`config.mk`:
```
export PLATFORM = sky130hd
export DESIGN_NAME = kvss_out_reg
export DESIGN_NICKNAME = d
export VERILOG_FILES = /design/src/rtl/kvss_pkg.sv /design/src/rtl/kvss_out_reg.sv
export SDC_FILE = /design/constraint.sdc
export NUM_CORES = 1
export LEC_CHECK = 0
export ABC_AREA = 1
export BUFFER_PORTS_ARGS = -buffer_cell sky130_fd_sc_hd__buf_2
export CORE_MARGIN = 2
export CORE_UTILIZATION = 40
export DETAILED_ROUTE_END_ITERATION = 8
export PLACE_DENSITY = 0.84
export SKIP_CTS_REPAIR_TIMING = 1
export SLEW_MARGIN = 30
export SYNTH_ARGS = -nofsm -noshare
export SYNTH_HDL_FRONTEND = slang
export SYNTH_SLANG_ARGS = --single-unit
```
`constraint.sdc`:
```
create_clock -name clk -period 0.8 [get_ports clk]
set_input_delay 0.16 -clock clk [delete_from_list [all_inputs] [get_ports clk]]
set_output_delay 0.16 -clock clk [all_outputs]
set_load 0.01 [all_outputs]
```
`src/rtl/kvss_pkg.sv`:
```
package kvss_pkg;

	localparam int KEY_BITS     = 16;
	localparam int PAYLOAD_BITS = 64;
	localparam int MAX_ENTRIES  = 64;

	typedef struct packed {
		logic [KEY_BITS-1:0]     key;
		logic [PAYLOAD_BITS-1:0] payload;
		logic                    last_in_segment;
	} in_item_t;

	typedef struct packed {
		logic [KEY_BITS-1:0]     sorted_key;
		logic [PAYLOAD_BITS-1:0] sorted_payload;
		logic                    last_out;
		logic                    overflow;
	} out_item_t;

	// one stored pair
	typedef struct packed {
		logic [KEY_BITS-1:0]     key;
		logic [PAYLOAD_BITS-1:0] payload;
	} entry_t;

	// what the sequencer hands to the output register
	typedef struct packed {
		logic load;
		logic last;
		logic overflow;
	} emit_ctl_t;

endpackage

```
`src/rtl/kvss_out_reg.sv`:
```
module kvss_out_reg (
	input  logic               clk,
	input  logic               arst_n,
	input  kvss_pkg::emit_ctl_t ctl,
	input  kvss_pkg::entry_t   entry,
	output logic               valid,
	input  logic               stall,
	output kvss_pkg::out_item_t data
);
	import kvss_pkg::*;

	logic      valid_q;
	out_item_t data_q;

	// load only happens while the register is empty or draining this edge
	always_ff @(posedge clk or negedge arst_n) begin
		if (!arst_n) begin
			valid_q <= 1'b0;
		end else if (ctl.load) begin
			valid_q <= 1'b1;
		end else if (!stall) begin
			valid_q <= 1'b0;
		end
	end

	always_ff @(posedge clk) begin
		if (ctl.load) begin
			data_q.sorted_key     <= entry.key;
			data_q.sorted_payload <= entry.payload;
			data_q.last_out       <= ctl.last;
			data_q.overflow       <= ctl.overflow;
		end
	end

	assign valid = valid_q;
	assign data  = data_q;

endmodule
```
* Word-level counts from Yosys, hierarchy flattened
Index checks and enable logic that the tools add are counted.
Word-level totals: register bits 83, logic and storage cells 8, output and inout port bits 83
Cells by class: multiplexer cells 2, equal/unequal tests 1
Operators with widths (number):
- two-way mux 1 bit | 2
- != test 2 bit, second input constant | 1

* Depth between registers and ports, before layout
word-level depth 2, depth in mapped cells 2

* Worst setup path before layout
No wires, ideal clock.
kind reg2reg, from register valid (netlist name), to register valid_q (netlist: valid), setup time 117 ps, path slack 185 ps, buffers on the path 0, stages on the path, launching flop included 3, arrival 499 ps, period minus slack after synthesis 615 ps, path through dfrtp_1 > nand2_1 > nand2_1
RTL lines:
- end signal: assignment | line kvss_out_reg.sv:18 | valid_q <= 1'b0;
- end signal: assignment | line kvss_out_reg.sv:20 | valid_q <= 1'b1;
- end signal: assignment | line kvss_out_reg.sv:22 | valid_q <= 1'b0;
- end: declaration | line kvss_out_reg.sv:12 | logic valid_q;

* Worst setup path after layout
from register data_q, in the netlist data[75], to output data[75] (netlist bit)
RTL lines:
- start: declaration | line kvss_out_reg.sv:13 | out_item_t data_q;
- end: declaration | line kvss_out_reg.sv:8 | output kvss_pkg::out_item_t data
No word-level cell between the ends.

==> flow_metrics.py <==
metrics = {
    "status": {
        "status": "finished, violations left",
        "failed_checks": "negative setup slack",
    },
    "clock_tree": {
        "htree_levels": 3,
        "clockRootBuffer": "clkbuf_8",
        "path_clk_slew_ps": 90,
        "cts_buffers": 9,
        "cts_tree": "yes",
        "cts_buffer_depth": 2,
        "cts.sinks": 83,
        "clock_latency_ps": 330,
    },
    "synth": {
        "syn_area_um2": 2499,
        "yosysTopAreaCell": "edfxtp_1",
        "yosysSeqAreaShare": 0.9955,
        "ys_types": 4,
        "ys_ff_latch": 83,
        "yosys-top-cells-area": "edfxtp_1, dfrtp_1, nand2_1, inv_1",
        "avgSynthCellArea_um2": 29.05,
        "syn_nets": 172,
        "ys_warn_count": 0,
        "synthCells": 86,
        "synth_top_area_share": 0.9855,
    },
    "sta": {
        "period_needed_ps": 1089,
        "period_share": 1.361,
        "timing.fmax_mhz": 918.7,
        "clock_skew_ps": 0,
        "final.setup.tns_ps": -17850,
        "fin_ws_ps": -288.5,
        "final_max_slew_viol_count": 0,
        "setup_viol_count_final": 83,
        "relSlewSlack": 0.8522,
        "holdWs_ps": 55.89,
        "worstMarginPinSlew_ps": 221.7,
        "grt_setup_unrepaired": "true",
        "finalHoldViolCount": 0,
    },
    "detailed_routing": {
        "vias": 1875,
        "wire_per_inst_um": 16.68,
        "vias_per_cell": 4.340,
        "ant_nets": 0,
        "wirelength_mm": 7.206,
        "drcViolationCount": 0,
        "first_pass_iters": 5,
        "drtIter0Drc": 60,
    },
    "place": {
        "place_ws_ps": -45.02,
        "gp_congestion": 0.6810,
        "io_buffers": 168,
        "dpl-instance-area_um2": 3476,
        "dp.cells": 331,
    },
    "setup_path": {
        "timing.rr.start": "valid",
        "worstPathMaxFanout": 1,
        "crit_chain": "buf_2",
        "worstPathRequired_ps": 640,
        "rrSetupSlack_ps": 170,
        "critical_path_class": "reg -> out",
        "critPathMaxStageDelay_ps": 420,
        "startpoint_type": "register",
        "slowest_stage": "edfxtp_1",
        "worstPathArrival_ps": 930,
        "path_delay_family": "flip-flops",
        "rr_endpoint": "valid",
        "worst-path-buf-inv": 1,
        "cp-end-kind": "output pin",
        "worstRegToRegCells": 2,
    },
    "floorplan": {
        "rows": 28,
        "pin_count": 169,
        "die_x_um": 83.04,
        "start_util": 0.4171,
        "dieArea_um2": 6895,
        "die_y_um": 83.04,
        "coreArea_um2": 5991,
    },
    "layout": {
        "fin_util": 0.7598,
        "area_growth_pct": 82.17,
        "final_common_cell": "buf_2",
        "final_layout_size_suffix_gt1_frac": 0.5211,
        "layout_common_cells": "buf_2, dlygate4sd3_1, edfxtp_1, clkbuf_8",
        "fin_area_um2": 4552,
        "instances_no_fill": 432,
        "nets": 436,
    },
    "min_path": {
        "min-delay-start": "stall",
        "holdPathStages": 3,
        "hold_class": "in -> reg",
        "whs_endpoint": "valid",
    },
    "global_routing": {
        "antenna_found_initial": 2,
        "grt_usage": 0.1623,
        "grt_first_pass_wirelength_mm": 8.211,
        "grt_max_degree": 43,
        "grt_overflow": 0,
        "grt_pass1_vias": 1663,
    },
    "pwr": {
        "p_total_mw": 9.940,
        "leakagePower_nw": 1.960,
        "power_density_nw_per_um2": 2184,
        "ir_worst_vdd_mv": 1.454,
    },
    "flow_run": {
        "maxCapViolCount": 0,
    },
}
[Yosys cell counts]
| cell | n |
|---|---|
| dfrtp_1 | 1 |
| nand2_1 | 2 |
| edfxtp_1 | 82 |
| inv_1 | 1 |
[worst max path at each step]
stage	slack (ps)	to	startpoint	cells after the start
after global routing	-340	data[75]	data[75]	1
after global placement	-30	data[31]	ctl[2]	2
after floorplan	180	valid	valid	2
final	-290	data[75]	data[75]	1
after CTS	-280	data[10]	data[10]	1
after detailed placement	-50	data[42]	ctl[2]	2
[metal layers]
layer  GRT usage  share of wire  up-vias
li1            -              -      877
met5           0              0        -
met2      0.2654           0.53      115
met1      0.1657           0.36      871
met3     0.09046          0.089       12
met4     0.08495          0.017        0
[registers in the layout (all words and copies together) (netlist names)]
name,cells
valid,1
data,82
[tightest hold or removal path: cells and delay by family]
kind,cells,cell delay [ps]
buf+inv,1,80
simple gates,2,110
[cells by family (layout without fill, tap and decap cells)]
group,Yosys count,after routing,synth area share
other cells,0,2,0
simple gates,2,2,0.003006
buf+inv,1,270,0.001501
flops,83,83,0.9955
[final cells by class]
class / instances / area (µm²)
Antenna cell: 2 / 5.005
Clock buffer: 9 / 123.9
Clock inverter: 7 / 116.4
Fill cell: 367 / 1439
Inverter: 1 / 3.754
Multi-Input combinational cell: 2 / 7.507
Sequential cell: 83 / 2487
Tap cell: 75 / 93.84
Timing Repair Buffer: 253 / 1714
[where the power goes]
part	switching (mW)	internal, mW	total (mW)
combinational	0.517	0.645	1.16
sequential	0.0981	5.15	5.25
clock	1.46	2.06	3.53
total	2.08	7.86	9.94
Power figures use the tool's default switching activity.
